**src/design/shp_pkg.sv**
```systemverilog
`timescale 1ns / 1ps

package shp_pkg;

    // Message constants
    localparam logic [7:0]  HS_SERVER_HELLO = 8'd2;
    localparam logic [15:0] EXT_SUP_VER     = 16'h002B;
    localparam logic [15:0] EXT_KEY_SHARE   = 16'h0033;
    localparam logic [15:0] RANDOM_LEN      = 16'd32;
    localparam logic [15:0] SV_LEN          = 16'd2;
    localparam logic [15:0] KEY_SHARE_MAX   = 16'd32;
    localparam logic [24:0] SEEN_MAX        = 25'h1FF_FFFF;

    // Output queue sizing (results per input word is at most two)
    localparam int QUEUE_DEPTH = 4;
    localparam int QPTR_W      = $clog2(QUEUE_DEPTH);
    localparam int QCNT_W      = $clog2(QUEUE_DEPTH + 1);

    // Result kinds
    localparam logic [1:0] KIND_RANDOM  = 2'd0;
    localparam logic [1:0] KIND_KEY     = 2'd1;
    localparam logic [1:0] KIND_SUMMARY = 2'd2;

    // Parse status codes
    localparam logic [2:0] ST_OK        = 3'd0;
    localparam logic [2:0] ST_TYPE      = 3'd1;
    localparam logic [2:0] ST_LENGTH    = 3'd2;
    localparam logic [2:0] ST_TRUNC     = 3'd3;
    localparam logic [2:0] ST_EXT_OVER  = 3'd4;
    localparam logic [2:0] ST_KEY_LONG  = 3'd5;
    localparam logic [2:0] ST_VER_LEN   = 3'd6;

    typedef enum logic [16:0] {
        PH_TYPE    = 17'b0_0000_0000_0000_0001,
        PH_LEN     = 17'b0_0000_0000_0000_0010,
        PH_VER     = 17'b0_0000_0000_0000_0100,
        PH_RAND    = 17'b0_0000_0000_0000_1000,
        PH_SIDLEN  = 17'b0_0000_0000_0001_0000,
        PH_SID     = 17'b0_0000_0000_0010_0000,
        PH_SUITE   = 17'b0_0000_0000_0100_0000,
        PH_COMP    = 17'b0_0000_0000_1000_0000,
        PH_EXTSLEN = 17'b0_0000_0001_0000_0000,
        PH_EXTHDR  = 17'b0_0000_0010_0000_0000,
        PH_SV      = 17'b0_0000_0100_0000_0000,
        PH_KSGRP   = 17'b0_0000_1000_0000_0000,
        PH_KSLEN   = 17'b0_0001_0000_0000_0000,
        PH_KSKEY   = 17'b0_0010_0000_0000_0000,
        PH_SKIP    = 17'b0_0100_0000_0000_0000,
        PH_DONE    = 17'b0_1000_0000_0000_0000,
        PH_ERR     = 17'b1_0000_0000_0000_0000
    } t_phase;

    typedef struct packed {
        logic [1:0]  out_kind;
        logic [7:0]  payload_byte;
        logic [4:0]  payload_index;
        logic [2:0]  parse_status;
        logic [15:0] legacy_ver;
        logic [7:0]  session_echo_len;
        logic [15:0] suite_code;
        logic [7:0]  compress_method;
        logic [15:0] chosen_version;
        logic [15:0] share_group;
        logic [5:0]  share_len;
    } t_result;

    // Results produced by one input word, in order
    typedef struct packed {
        logic [1:0] cnt;
        t_result    first;
        t_result    second;
    } t_push;

endpackage

```
**src/design/shp_byte_if.sv**
```systemverilog
`timescale 1ns / 1ps

interface shp_byte_if;
    logic       valid;
    logic       ready;
    logic [7:0] msg_byte;
    logic       is_last;

    modport source (output valid, output msg_byte, output is_last, input ready);
    modport sink   (input valid, input msg_byte, input is_last, output ready);
endinterface

```
**src/design/shp_result_if.sv**
```systemverilog
`timescale 1ns / 1ps

interface shp_result_if;
    logic        valid;
    logic        ready;
    logic [1:0]  out_kind;
    logic [7:0]  payload_byte;
    logic [4:0]  payload_index;
    logic [2:0]  parse_status;
    logic [15:0] legacy_ver;
    logic [7:0]  session_echo_len;
    logic [15:0] suite_code;
    logic [7:0]  compress_method;
    logic [15:0] chosen_version;
    logic [15:0] share_group;
    logic [5:0]  share_len;

    modport source (
        output valid, output out_kind, output payload_byte, output payload_index,
        output parse_status, output legacy_ver, output session_echo_len,
        output suite_code, output compress_method, output chosen_version,
        output share_group, output share_len, input ready
    );
    modport sink (
        input valid, input out_kind, input payload_byte, input payload_index,
        input parse_status, input legacy_ver, input session_echo_len,
        input suite_code, input compress_method, input chosen_version,
        input share_group, input share_len, output ready
    );
endinterface

```
**src/design/shp_core.sv**
```systemverilog
`timescale 1ns / 1ps

module shp_core (
    input  logic           i_clk,
    input  logic           i_rst_n,
    input  logic           i_accept,
    input  logic [7:0]     i_msg_byte,
    input  logic           i_is_last,
    output shp_pkg::t_push o_push
);
    import shp_pkg::*;

    t_phase      r_phase,      n_phase;
    logic [15:0] r_fbl,        n_fbl;
    logic [24:0] r_seen,       n_seen;
    logic [23:0] r_hs_len,     n_hs_len;
    logic [24:0] r_ext_end,    n_ext_end;
    logic [15:0] r_cur_type,   n_cur_type;
    logic [15:0] r_cur_left,   n_cur_left;
    logic [23:0] r_asm,        n_asm;
    logic [15:0] r_cap_ver,    n_cap_ver;
    logic [7:0]  r_cap_echo,   n_cap_echo;
    logic [15:0] r_cap_suite,  n_cap_suite;
    logic [7:0]  r_cap_comp,   n_cap_comp;
    logic [15:0] r_cap_chosen, n_cap_chosen;
    logic [15:0] r_cap_group,  n_cap_group;
    logic [5:0]  r_cap_slen,   n_cap_slen;
    logic [2:0]  r_err,        n_err;

    always_comb begin
        logic [25:0] nxt;
        logic [23:0] asm_acc;
        logic [15:0] fbl_dec;
        logic [15:0] fld;
        logic [26:0] sum;
        logic [15:0] klen;
        logic [15:0] cur_dec;
        logic        err_set;
        logic [2:0]  err_val;
        logic        ext_done;
        logic        pay_valid;
        t_result     pay;
        t_result     summ;
        logic [2:0]  st;

        n_phase      = r_phase;
        n_fbl        = r_fbl;
        n_hs_len     = r_hs_len;
        n_ext_end    = r_ext_end;
        n_cur_type   = r_cur_type;
        n_cur_left   = r_cur_left;
        n_asm        = r_asm;
        n_cap_ver    = r_cap_ver;
        n_cap_echo   = r_cap_echo;
        n_cap_suite  = r_cap_suite;
        n_cap_comp   = r_cap_comp;
        n_cap_chosen = r_cap_chosen;
        n_cap_group  = r_cap_group;
        n_cap_slen   = r_cap_slen;
        n_err        = r_err;

        nxt       = {1'b0, r_seen} + 26'd1;
        n_seen    = (r_seen != SEEN_MAX) ? r_seen + 25'd1 : r_seen;
        asm_acc   = {r_asm[15:0], i_msg_byte};
        fbl_dec   = r_fbl - 16'd1;
        cur_dec   = r_cur_left - 16'd1;
        klen      = r_cur_left - 16'd4;
        fld       = asm_acc[15:0];
        sum       = '0;
        err_set   = 1'b0;
        err_val   = ST_OK;
        ext_done  = 1'b0;
        pay_valid = 1'b0;
        pay       = '0;

        unique case (r_phase)
            PH_TYPE: begin
                if (i_msg_byte != HS_SERVER_HELLO) begin
                    err_set = 1'b1;
                    err_val = ST_TYPE;
                end else begin
                    n_phase = PH_LEN;
                    n_fbl   = 16'd3;
                    n_asm   = '0;
                end
            end
            PH_LEN: begin
                n_asm = asm_acc;
                n_fbl = fbl_dec;
                if (fbl_dec == 16'd0) begin
                    n_hs_len = asm_acc;
                    n_phase  = PH_VER;
                    n_fbl    = 16'd2;
                    n_asm    = '0;
                end
            end
            PH_VER: begin
                n_asm = asm_acc;
                n_fbl = fbl_dec;
                if (fbl_dec == 16'd0) begin
                    n_cap_ver = fld;
                    n_phase   = PH_RAND;
                    n_fbl     = RANDOM_LEN;
                end
            end
            PH_RAND: begin
                pay_valid         = 1'b1;
                pay.out_kind      = KIND_RANDOM;
                pay.payload_byte  = i_msg_byte;
                pay.payload_index = 5'(RANDOM_LEN - r_fbl);
                n_fbl = fbl_dec;
                if (fbl_dec == 16'd0) begin
                    n_phase = PH_SIDLEN;
                end
            end
            PH_SIDLEN: begin
                n_cap_echo = i_msg_byte;
                n_asm      = '0;
                if (i_msg_byte == 8'd0) begin
                    n_fbl   = 16'd2;
                    n_phase = PH_SUITE;
                end else begin
                    n_fbl   = {8'd0, i_msg_byte};
                    n_phase = PH_SID;
                end
            end
            PH_SID: begin
                n_fbl = fbl_dec;
                if (fbl_dec == 16'd0) begin
                    n_phase = PH_SUITE;
                    n_fbl   = 16'd2;
                    n_asm   = '0;
                end
            end
            PH_SUITE: begin
                n_asm = asm_acc;
                n_fbl = fbl_dec;
                if (fbl_dec == 16'd0) begin
                    n_cap_suite = fld;
                    n_phase     = PH_COMP;
                end
            end
            PH_COMP: begin
                n_cap_comp = i_msg_byte;
                n_phase    = PH_EXTSLEN;
                n_fbl      = 16'd2;
                n_asm      = '0;
            end
            PH_EXTSLEN: begin
                n_asm = asm_acc;
                n_fbl = fbl_dec;
                if (fbl_dec == 16'd0) begin
                    sum       = {1'b0, nxt} + {11'd0, fld};
                    n_ext_end = sum[24:0];
                    if (sum > {3'd0, r_hs_len} + 27'd4) begin
                        err_set = 1'b1;
                        err_val = ST_EXT_OVER;
                    end else begin
                        ext_done = 1'b1;
                    end
                end
            end
            PH_EXTHDR: begin
                if (r_seen >= r_ext_end) begin
                    err_set = 1'b1;
                    err_val = ST_EXT_OVER;
                end else begin
                    n_asm = asm_acc;
                    n_fbl = fbl_dec;
                    if (fbl_dec == 16'd2) begin
                        n_cur_type = fld;
                        n_asm      = '0;
                    end else if (fbl_dec == 16'd0) begin
                        n_asm = '0;
                        sum   = {1'b0, nxt} + {11'd0, fld};
                        if (sum > {2'd0, r_ext_end}) begin
                            err_set = 1'b1;
                            err_val = ST_EXT_OVER;
                        end else begin
                            n_cur_left = fld;
                            if (r_cur_type == EXT_SUP_VER) begin
                                if (fld != SV_LEN) begin
                                    err_set = 1'b1;
                                    err_val = ST_VER_LEN;
                                end else begin
                                    n_phase = PH_SV;
                                    n_fbl   = 16'd2;
                                end
                            end else if (r_cur_type == EXT_KEY_SHARE) begin
                                if (fld < 16'd4) begin
                                    err_set = 1'b1;
                                    err_val = ST_EXT_OVER;
                                end else begin
                                    n_phase = PH_KSGRP;
                                    n_fbl   = 16'd2;
                                end
                            end else if (fld == 16'd0) begin
                                ext_done = 1'b1;
                            end else begin
                                n_phase = PH_SKIP;
                            end
                        end
                    end
                end
            end
            PH_SV: begin
                n_asm = asm_acc;
                n_fbl = fbl_dec;
                if (fbl_dec == 16'd0) begin
                    n_cap_chosen = fld;
                    ext_done     = 1'b1;
                end
            end
            PH_KSGRP: begin
                n_asm = asm_acc;
                n_fbl = fbl_dec;
                if (fbl_dec == 16'd0) begin
                    n_phase = PH_KSLEN;
                    n_fbl   = 16'd2;
                end
            end
            PH_KSLEN: begin
                if (r_fbl == 16'd2) begin
                    n_asm = asm_acc;
                    n_fbl = 16'd1;
                end else begin
                    // key length is the byte held in the low bits of r_asm followed by this byte
                    klen = {r_asm[7:0], i_msg_byte};
                    if (klen > KEY_SHARE_MAX) begin
                        err_set = 1'b1;
                        err_val = ST_KEY_LONG;
                    end else if ({1'b0, klen} + 17'd4 != {1'b0, r_cur_left}) begin
                        err_set = 1'b1;
                        err_val = ST_EXT_OVER;
                    end else if (klen == 16'd0) begin
                        n_cap_group = r_asm[23:8];
                        n_cap_slen  = '0;
                        ext_done    = 1'b1;
                    end else begin
                        n_asm   = {8'd0, r_asm[23:8]};
                        n_fbl   = klen;
                        n_phase = PH_KSKEY;
                    end
                end
            end
            PH_KSKEY: begin
                pay_valid         = 1'b1;
                pay.out_kind      = KIND_KEY;
                pay.payload_byte  = i_msg_byte;
                pay.payload_index = 5'(klen - r_fbl);
                n_fbl = fbl_dec;
                if (fbl_dec == 16'd0) begin
                    n_cap_group = r_asm[15:0];
                    n_cap_slen  = (klen > 16'd63) ? 6'd63 : klen[5:0];
                    ext_done    = 1'b1;
                end
            end
            PH_SKIP: begin
                n_cur_left = cur_dec;
                if (cur_dec == 16'd0) begin
                    ext_done = 1'b1;
                end
            end
            PH_DONE, PH_ERR: begin
                // trailing bytes, or parsing stopped on an error
            end
            default: begin
            end
        endcase

        if (err_set) begin
            if (r_err == ST_OK) begin
                n_err = err_val;
            end
            n_phase = PH_ERR;
        end

        // Extension finished: next header or end of the block
        if (ext_done) begin
            if (nxt >= {1'b0, n_ext_end}) begin
                n_phase = PH_DONE;
            end else begin
                n_phase = PH_EXTHDR;
                n_fbl   = 16'd4;
                n_asm   = '0;
            end
        end

        if (n_err == ST_TYPE) begin
            st = ST_TYPE;
        end else if (n_phase == PH_TYPE || n_phase == PH_LEN) begin
            st = ST_TRUNC;
        end else if (n_seen != {1'b0, n_hs_len} + 25'd4) begin
            st = ST_LENGTH;
        end else if (n_err != ST_OK) begin
            st = n_err;
        end else if (n_phase != PH_DONE) begin
            st = ST_TRUNC;
        end else begin
            st = ST_OK;
        end

        summ                  = '0;
        summ.out_kind         = KIND_SUMMARY;
        summ.parse_status     = st;
        summ.legacy_ver       = n_cap_ver;
        summ.session_echo_len = n_cap_echo;
        summ.suite_code       = n_cap_suite;
        summ.compress_method  = n_cap_comp;
        summ.chosen_version   = n_cap_chosen;
        summ.share_group      = n_cap_group;
        summ.share_len        = n_cap_slen;

        o_push = '0;
        if (pay_valid) begin
            o_push.first  = pay;
            o_push.second = summ;
            o_push.cnt    = i_is_last ? 2'd2 : 2'd1;
        end else begin
            o_push.first  = summ;
            o_push.cnt    = i_is_last ? 2'd1 : 2'd0;
        end
        if (!i_accept) begin
            o_push.cnt = 2'd0;
        end
    end

    always_ff @(posedge i_clk) begin
        // The last word of a message returns everything to the reset state
        if (!i_rst_n || (i_accept && i_is_last)) begin
            r_phase      <= PH_TYPE;
            r_fbl        <= '0;
            r_seen       <= '0;
            r_hs_len     <= '0;
            r_ext_end    <= '0;
            r_cur_type   <= '0;
            r_cur_left   <= '0;
            r_asm        <= '0;
            r_cap_ver    <= '0;
            r_cap_echo   <= '0;
            r_cap_suite  <= '0;
            r_cap_comp   <= '0;
            r_cap_chosen <= '0;
            r_cap_group  <= '0;
            r_cap_slen   <= '0;
            r_err        <= ST_OK;
        end else if (i_accept) begin
            r_phase      <= n_phase;
            r_fbl        <= n_fbl;
            r_seen       <= n_seen;
            r_hs_len     <= n_hs_len;
            r_ext_end    <= n_ext_end;
            r_cur_type   <= n_cur_type;
            r_cur_left   <= n_cur_left;
            r_asm        <= n_asm;
            r_cap_ver    <= n_cap_ver;
            r_cap_echo   <= n_cap_echo;
            r_cap_suite  <= n_cap_suite;
            r_cap_comp   <= n_cap_comp;
            r_cap_chosen <= n_cap_chosen;
            r_cap_group  <= n_cap_group;
            r_cap_slen   <= n_cap_slen;
            r_err        <= n_err;
        end
    end

endmodule

```
**src/design/shp_out_queue.sv**
```systemverilog
`timescale 1ns / 1ps

module shp_out_queue (
    input  logic             i_clk,
    input  logic             i_rst_n,
    input  shp_pkg::t_push   i_push,
    output logic             o_room,
    output logic             o_valid,
    input  logic             i_ready,
    output shp_pkg::t_result o_head
);
    import shp_pkg::*;

    t_result             r_entry [QUEUE_DEPTH];
    logic [QPTR_W-1:0]   r_wr_ptr, n_wr_ptr;
    logic [QPTR_W-1:0]   r_rd_ptr, n_rd_ptr;
    logic [QCNT_W-1:0]   r_count,  n_count;
    logic                pop;
    logic [QPTR_W-1:0]   wr_ptr_p1;

    // Room for a full pair of results from the next word
    assign o_room    = (r_count <= QCNT_W'(QUEUE_DEPTH - 2));
    assign o_valid   = (r_count != '0);
    assign o_head    = r_entry[r_rd_ptr];
    assign pop       = o_valid && i_ready;
    assign wr_ptr_p1 = r_wr_ptr + QPTR_W'(1);

    always_comb begin
        n_wr_ptr = r_wr_ptr + QPTR_W'(i_push.cnt);
        n_rd_ptr = pop ? r_rd_ptr + QPTR_W'(1) : r_rd_ptr;
        n_count  = r_count + QCNT_W'(i_push.cnt) - QCNT_W'(pop);
    end

    always_ff @(posedge i_clk) begin
        if (!i_rst_n) begin
            r_wr_ptr <= '0;
            r_rd_ptr <= '0;
            r_count  <= '0;
        end else begin
            r_wr_ptr <= n_wr_ptr;
            r_rd_ptr <= n_rd_ptr;
            r_count  <= n_count;
        end
    end

    always_ff @(posedge i_clk) begin
        if (i_push.cnt != 2'd0) begin
            r_entry[r_wr_ptr] <= i_push.first;
        end
        if (i_push.cnt == 2'd2) begin
            r_entry[wr_ptr_p1] <= i_push.second;
        end
    end

endmodule

```
**src/design/server_hello_stream_parser.sv**
```systemverilog
`timescale 1ns / 1ps

// ServerHello stream parser.
// i_in (sink): one message byte per word, is_last set on the final byte.
// o_out (source): result words. A random byte (kind 0) or key share byte
//   (kind 1) comes out for each such byte of the message; the final byte
//   also yields a summary word (kind 2) with the status and captured fields.
// Output: a word accepted at an edge has its first result at o_out right
//   after that edge. A byte that makes two results puts both in the
//   output queue at once; they leave in order as the receiver takes them.
// Throughput: one byte per cycle while the output queue has room. The field
//   state machine takes each accepted byte with no busy state; ready is set by
//   the four-word output queue only, which must have room for two words.
// Reset: synchronous, active low; parser back to expecting the type byte,
//   queue emptied. After each final byte the parser also returns to that state.
// Receiver stall: results wait in the queue; once it holds three or more
//   words, i_in.ready drops until words are taken.
module server_hello_stream_parser (
    input  logic         i_clk,
    input  logic         i_rst_n,
    shp_byte_if.sink     i_in,
    shp_result_if.source o_out
);
    import shp_pkg::*;

    t_push   push;
    t_result head;
    logic    room;
    logic    accept;

    assign i_in.ready = room;
    assign accept     = i_in.valid && room;

    // Field state machine: one byte in, up to two results out
    shp_core u_core (
        .i_clk      (i_clk),
        .i_rst_n    (i_rst_n),
        .i_accept   (accept),
        .i_msg_byte (i_in.msg_byte),
        .i_is_last  (i_in.is_last),
        .o_push     (push)
    );

    // Result queue decouples the parser from a stalling receiver
    shp_out_queue u_queue (
        .i_clk   (i_clk),
        .i_rst_n (i_rst_n),
        .i_push  (push),
        .o_room  (room),
        .o_valid (o_out.valid),
        .i_ready (o_out.ready),
        .o_head  (head)
    );

    assign o_out.out_kind         = head.out_kind;
    assign o_out.payload_byte     = head.payload_byte;
    assign o_out.payload_index    = head.payload_index;
    assign o_out.parse_status     = head.parse_status;
    assign o_out.legacy_ver       = head.legacy_ver;
    assign o_out.session_echo_len = head.session_echo_len;
    assign o_out.suite_code       = head.suite_code;
    assign o_out.compress_method  = head.compress_method;
    assign o_out.chosen_version   = head.chosen_version;
    assign o_out.share_group      = head.share_group;
    assign o_out.share_len        = head.share_len;

endmodule
```
**src/flat_wrapper.sv**
```systemverilog
// flat-port wrapper written by rule: the top's interface ports become plain ports
module server_hello_stream_parser_flat import shp_pkg::*;
  (i_clk, i_rst_n, i_in_valid, i_in_msg_byte, i_in_is_last, i_in_ready, o_out_valid, o_out_out_kind, o_out_payload_byte, o_out_payload_index, o_out_parse_status, o_out_legacy_ver, o_out_session_echo_len, o_out_suite_code, o_out_compress_method, o_out_chosen_version, o_out_share_group, o_out_share_len, o_out_ready);
  shp_byte_if i_in_i ();
  shp_result_if o_out_i ();
  input  logic i_clk;
  input  logic i_rst_n;
  input wire logic [$bits(i_in_i.valid)-1:0] i_in_valid;
  input wire logic [$bits(i_in_i.msg_byte)-1:0] i_in_msg_byte;
  input wire logic [$bits(i_in_i.is_last)-1:0] i_in_is_last;
  output wire logic [$bits(i_in_i.ready)-1:0] i_in_ready;
  output wire logic [$bits(o_out_i.valid)-1:0] o_out_valid;
  output wire logic [$bits(o_out_i.out_kind)-1:0] o_out_out_kind;
  output wire logic [$bits(o_out_i.payload_byte)-1:0] o_out_payload_byte;
  output wire logic [$bits(o_out_i.payload_index)-1:0] o_out_payload_index;
  output wire logic [$bits(o_out_i.parse_status)-1:0] o_out_parse_status;
  output wire logic [$bits(o_out_i.legacy_ver)-1:0] o_out_legacy_ver;
  output wire logic [$bits(o_out_i.session_echo_len)-1:0] o_out_session_echo_len;
  output wire logic [$bits(o_out_i.suite_code)-1:0] o_out_suite_code;
  output wire logic [$bits(o_out_i.compress_method)-1:0] o_out_compress_method;
  output wire logic [$bits(o_out_i.chosen_version)-1:0] o_out_chosen_version;
  output wire logic [$bits(o_out_i.share_group)-1:0] o_out_share_group;
  output wire logic [$bits(o_out_i.share_len)-1:0] o_out_share_len;
  input wire logic [$bits(o_out_i.ready)-1:0] o_out_ready;
  assign i_in_i.valid = i_in_valid;
  assign i_in_i.msg_byte = i_in_msg_byte;
  assign i_in_i.is_last = i_in_is_last;
  assign i_in_ready = i_in_i.ready;
  assign o_out_valid = o_out_i.valid;
  assign o_out_out_kind = o_out_i.out_kind;
  assign o_out_payload_byte = o_out_i.payload_byte;
  assign o_out_payload_index = o_out_i.payload_index;
  assign o_out_parse_status = o_out_i.parse_status;
  assign o_out_legacy_ver = o_out_i.legacy_ver;
  assign o_out_session_echo_len = o_out_i.session_echo_len;
  assign o_out_suite_code = o_out_i.suite_code;
  assign o_out_compress_method = o_out_i.compress_method;
  assign o_out_chosen_version = o_out_i.chosen_version;
  assign o_out_share_group = o_out_i.share_group;
  assign o_out_share_len = o_out_i.share_len;
  assign o_out_i.ready = o_out_ready;
  server_hello_stream_parser u_core (.i_clk(i_clk), .i_rst_n(i_rst_n), .i_in(i_in_i), .o_out(o_out_i));
endmodule
```
**config.mk**
```make
export PLATFORM = sky130hd
export DESIGN_NAME = server_hello_stream_parser_flat
export DESIGN_NICKNAME = d
export VERILOG_FILES = /design/src/design/shp_pkg.sv /design/src/design/shp_byte_if.sv /design/src/design/shp_result_if.sv /design/src/design/shp_core.sv /design/src/design/shp_out_queue.sv /design/src/design/server_hello_stream_parser.sv /design/src/flat_wrapper.sv
export SDC_FILE = /design/constraint.sdc
export NUM_CORES = 2
export LEC_CHECK = 0
export BUFFER_PORTS_ARGS = -buffer_cell sky130_fd_sc_hd__buf_2
export CAP_MARGIN = 20
export CORE_ASPECT_RATIO = 1.75
export CORE_MARGIN = 1
export CORE_UTILIZATION = 60
export CTS_CLUSTER_SIZE = 30
export DETAILED_ROUTE_END_ITERATION = 16
export HOLD_SLACK_MARGIN = 0.06
export PLACE_DENSITY = 0.77
export SLEW_MARGIN = 20
export SYNTH_ARGS = -nofsm -noshare
export SYNTH_HDL_FRONTEND = slang
export SYNTH_SLANG_ARGS = --single-unit
```
**constraint.sdc**
```tcl
create_clock -name i_clk -period 11.15 [get_ports i_clk]
set_input_delay 3.345 -clock i_clk [delete_from_list [all_inputs] [get_ports i_clk]]
set_output_delay 3.345 -clock i_clk [all_outputs]
set_load 0.02 [all_outputs]
```
Yosys cells after proc, flatten, opt, wreduce, memory -nomap -nowiden:

Memory sizes are Yosys's and may differ from the RTL's. A register that Yosys moved wholly into a read port is not among the register bits.
Index checks and enable logic that the tools add are counted.

* input port bits: 13
* output and inout bits: 106
* memory bits (writable): 416
* word-level logic and storage cells: 253
* register bits: 259
* memories kept: 1

* add/sub/neg operators: 16
* bitwise operators: 1
* reduce and logical (&&, ||, !) cells: 23
* equality and inequality tests: 33
* magnitude comparators: 8
* multiplexer cells: 152

Memories
* u_core.u_queue.r_entry: words 4, bits a word 104, rd ports 1, clocked after memory_dff 1, write ports 2, RTL line shp_out_queue.sv:14 `t_result r_entry [QUEUE_DEPTH];`

Operators with widths (count)
* $mux 16: 33
* $mux 17: 22
* $mux 24: 13
* $pmux 17 s11: 1
* $pmux 24 s7: 1
* $pmux 16 s8: 1
* $mux 106: 1
* $mux 104: 1
* $mux 25: 3
* $pmux 16 s2: 2
* $mux 3: 19
* $gt 27x25->1: 2
* $add 24x3->25 const B: 2
* $logic_not 16->1: 3
* $mux 6: 6
* $mux 1: 35
* $eq 17x1->1 const B: 2
* $eq 17x2->1 const B: 2
* $eq 16x2->1 const B: 2
* $eq 16x6->1 const B: 2
* $gt 16x6->1 const B: 2
* $sub 16x1->16 const B: 2
* $pmux 14 s2: 1
* $add 26x16->27: 1
* 56 further kinds: 74

Logic depth before layout (Yosys ltp):

* word-level depth: 22
* depth in mapped cells: 31

Modules after synthesis:

A second synthesis with hierarchy kept.

* cell total of the unflattened synthesis: 4134
* area total of the unflattened synthesis: 42315.6 sq um

Modules (own cells, without submodules)
* shp_core: instances 1, area an instance 21732.1 sq um, cells an instance 3077
* shp_out_queue: instances 1, area an instance 20577.2 sq um, cells an instance 1056
* server_hello_stream_parser: instances 1, area an instance 6.3 sq um, cells an instance 1

Worst setup path before layout:

No wires, ideal clock.

* path type: input port to flip-flop
* start: input i_in_msg_byte[0]
* end: memory u_core.u_queue.r_entry[0][87] (netlist name), data pin
* buffers on the path: 0
* required time: 10.884 ns
* data arrival time: 9.411 ns
* cell stages on the path: 25
* slack: 1.473 ns
* cell sequence: ha_1 -> fa_1 -> a21o_1 -> a21oi_1 -> o21bai_1 -> a21oi_1 -> o21bai_1 -> a21oi_1 -> o21bai_1 -> a2111oi_0 -> o31ai_1 -> a21boi_0 -> xnor2_1 -> ha_1 -> nand4_1 -> or3_1 -> or4_1 -> o211a_1 -> or3_1 -> a2111oi_2 -> and2_0 -> o21ai_0 -> and4bb_2 -> o41ai_4 -> nor2_1

RTL lines
* start, declared: RTL line flat_wrapper.sv:9 `input wire logic [$bits(i_in_i.msg_byte)-1:0] i_in_msg_byte;`
* end, declared: RTL line shp_out_queue.sv:14

==> results by group <==
Status
  – Status: completed

Layout
  – Final nets: between 4k and 5k
  – Synth-to-Final Area Change: 8.57%
  – Final core occ: between 60 and 70%
  – Share of layout cells above drive strength 1: 12.2%
  – Design Area, Final: slightly above 40,000 um2

Yosys
  – Most frequent cell after synthesis: nor2_1
  – Yosys top cell area share: ~29%
  – Synth area leader: edfxtp_1
  – Top post-synthesis cells by area: edfxtp_1, dfxtp_1, nor2_1, mux4_2, ha_1
  – Synth Register Bits: 677
  – Syn_area_per_cell: 9.47 um2
  – Syn Inst Count: approximately 4k
  – Register area share after synthesis: a little under half
  – Post-synth top cells: nor2_1, nand2_1, edfxtp_1
  – YS warnings: 0
  – Top FF cell, synth: edfxtp_1
  – Post-synth ARST share: 0%
  – Synthesized net count: between 4k and 5k
  – Post-synth EDFFs: 360
  – Yosys cell types: roughly 110
  – Synthesized cell area: 37,900 um2

Timing
  – Worst-Margin Slew: about 1200 ps
  – RSZ-0062 raised after global routing: no
  – Max-slew violations: 0
  – Minimum clock period: approximately 10,000 ps
  – Final Hold Fails: 0
  – Clock skew: between 20 and 25 ps
  – Hold WS: roughly 450 ps
  – Total negative setup slack: 0 ps
  – Fmax: 99.0 MHz
  – Final period util: about 90%
  – Relative slew slack: a little over a fifth
  – Setup violators final: 0

Power and ir drop
  – Pint: slightly below 5 mW
  – Leak pwr: roughly 14 nW
  – Switching Power: roughly 3 mW
  – Seq pwr share: between 30% and 40%
  – Clock Power Share: 27.8%
  – Share of power burned in combinational logic: around a third
  – Switch share: 37.9%
  – Peak supply drop: between 200 and 250 uV
  – Cell Pwr Density: approximately 190 nW/um2

Routing
  – DRC errors left: 0
  – DR WL/cell: roughly 27 um
  – DRT Pass-1 Iters: 6
  – Routed vias: 32.6k
  – Routed Antenna Nets: 0
  – Drt total wl: roughly 130,000 um
  – Via density: ~6.7
  – Iter 0 DRT Violations: slightly above 3k

Clocking
  – Post-cts gate resize count: 0
  – Clock Tree Buf Depth: 3
  – Hold buffer count at CTS: 0
  – Clk slew on worst S/H paths: about 70 ps
  – Clock sink count: a little under 700
  – Setup Fix Bufs, Post-CTS: 0
  – H-tree depth: 2
  – CTS tree: yes
  – Clock root buffer: clkbuf_16
  – Worst-Skew Late Latency: a little under 700 ps
  – CTS Buf Count: 60

Worst hold path
  – Hold depth: 2
  – Hold path endpoint: u_core.u_core.r_cap_suite[12]
  – Worst Hold Class: reg -> reg
  – Hold path start: u_core.u_core.r_cap_suite[12]

Run
  – Max-cap violation count: 0

Floorplan
  – Die Wd: 192 um
  – FP Rows: between 100 and 150
  – Top Ports: around 120
  – Die area: ~64,000 um2
  – Initial core utilization: around 60%
  – Die Y: 335 um
  – Core Box Area: slightly above 60,000 um2

Critical path
  – CP Class: in -> reg
  – Endpoint class of the critical path: register
  – Worst reg2reg endpoint: u_core.u_queue.r_entry[0][87]
  – Worst EP arrival: around 10,000 ps
  – Slack of the worst reg-to-reg path: 1890 ps
  – Worst Reg2Reg Path Length in Cells: 28
  – WP data required: approximately 12,000 ps
  – Slowest CP cell: nor4_1
  – CP dominant cell by count: a21oi_1
  – CP max stage delay: about 530 ps
  – Crit path max fanout: 5
  – Worst flop-to-flop path startpoint: u_core.u_core.r_seen[2]
  – Startpoint types: input pin

Placed design
  – Hpwl dp: approximately 89,000 um
  – Area of placed instances: roughly 39,000 um2
  – GPL Wtd Cong: around 1.0
  – Port buffer count: between 100 and 150

Global route
  – Pin count of the biggest net entering global routing: ~170
  – Global route total overflow: 0
  – First-pass GRT wire length: 194,000 um
  – Vias in the first global route: roughly 32k
  – Initial antenna violation count: 10
  – Gr usage total: 40.7%
## worst max-delay path by stage
stage / start / end / cells past startpoint / slack (ps)
5_1_grt: i_in_msg_byte[0] / u_core.u_queue.r_entry[3][87] / 27 / 760
2_1_floorplan: i_in_msg_byte[0] / u_core.u_queue.r_entry[0][87] / 25 / 1470
6_report: i_in_msg_byte[0] / u_core.u_queue.r_entry[0][87] / 30 / 1050
3_5_place_dp: i_in_msg_byte[0] / u_core.u_queue.r_entry[3][87] / 27 / 580
3_3_place_gp: i_in_msg_byte[0] / u_core.u_queue.r_entry[2][87] / 28 / 580
4_1_cts: i_in_msg_byte[0] / u_core.u_queue.r_entry[3][87] / 27 / 1230
## critical path: cells and delay by family
family | cells | cell delay, ps
buffers and inverters | 3 | 530
XOR/XNOR | 1 | 190
AND/OR/NAND/NOR | 6 | 1500
adder cells (fa/ha/maj) | 3 | 1000
AO/OA/AOI/OAI | 17 | 3940
## state kept, by name (all words and copies together) (netlist names), 6 cells and up, named ones only
signal	cells
u_core.u_core.r_cap_group	16
u_core.u_core.r_cap_suite	16
u_core.u_core.r_seen	25
u_core.u_core.r_ext_end	25
u_core.u_core.r_asm	24
u_core.u_queue.r_entry	416
u_core.u_core.r_cap_ver	16
u_core.u_core.r_hs_len	24
u_core.u_core.r_cap_slen	6
u_core.u_core.r_cap_echo	8
u_core.u_core.r_cap_chosen	16
u_core.u_core.r_fbl	16
u_core.u_core.r_cur_type	16
u_core.u_core.r_phase	17
u_core.u_core.r_cap_comp	8
u_core.u_core.r_cur_left	16
## metal layers
metal	part of all wire, %	up-vias	global-route usage (%)	wire, um
met1	33	15592	42.8	42800
li1	-	14448	-	-
met2	48	1812	67.2	63000
met3	8.7	725	9.09	11400
met5	0.037	-	0	48
met4	11	8	37.1	13800
## layout by cell type (no fill, tap or decap), types with 31 or more instances in the layout
master,n
edfxtp_1,360
a22o_1,59
buf_2,118
nand4_1,51
xnor2_1,93
nand2_1,446
and3_1,31
nand3_1,94
mux4_2,104
and2_1,42
nor2_1,651
dfxtp_1,315
o21ai_0,148
a211oi_1,75
buf_4,81
nor3_1,70
xor2_1,49
inv_1,81
ha_1,140
clkbuf_16,61
a21oi_1,307
mux2i_1,101
nor4_1,38
## cell families (layout without fill, tap and decap cells)
| logic type | after synthesis | in the layout | synth area share [%] |
|---|---|---|---|
| compound gates | 808 | 808 | 13.6 |
| fa+ha+maj | 143 | 143 | 4.78 |
| simple gates | 1646 | 1646 | 20.2 |
| flops | 677 | 677 | 45.2 |
| other cells | 0 | 4 | 0 |
| mux | 209 | 209 | 8.96 |
| xor+xnor | 142 | 142 | 3.28 |
| buf+inv | 379 | 403 | 3.87 |
## cell type report
| type | instances | area (um2) |
|---|---|---|
| antenna | 4 | 10.0 |
| multi-input combinational | 2948 | 19400 |
| fill | 5013 | 21200 |
| timing repair buffer | 201 | 1230 |
| clock inverter | 41 | 464 |
| sequential | 677 | 17200 |
| tap | 799 | 1000 |
| clock buffer | 73 | 1570 |
| inverter | 88 | 340 |
## power by group through the flow
stage | combinational [mW] | clock (mW) | sequential [mW]
CTS | 2.68 | 2.20 | 2.93
finish | 2.76 | 2.19 | 2.93
detailed placement | 2.67 | 0 | 2.98
global route | 2.92 | 2.28 | 2.95
global placement | 2.65 | 0 | 2.98
floorplan | 1.87 | 0 | 2.86
## per-stage QoR
step	setup WS (ps)	total power [mW]	cells
floorplan	1470	4.73	4004
global placement	583	5.63	4711
detailed placement	578	5.65	4711
CTS	1230	7.80	4825
global route	757	8.15	4829
finish	1050	7.88	4831
No activity file was read; power rests on OpenSTA's default activity.
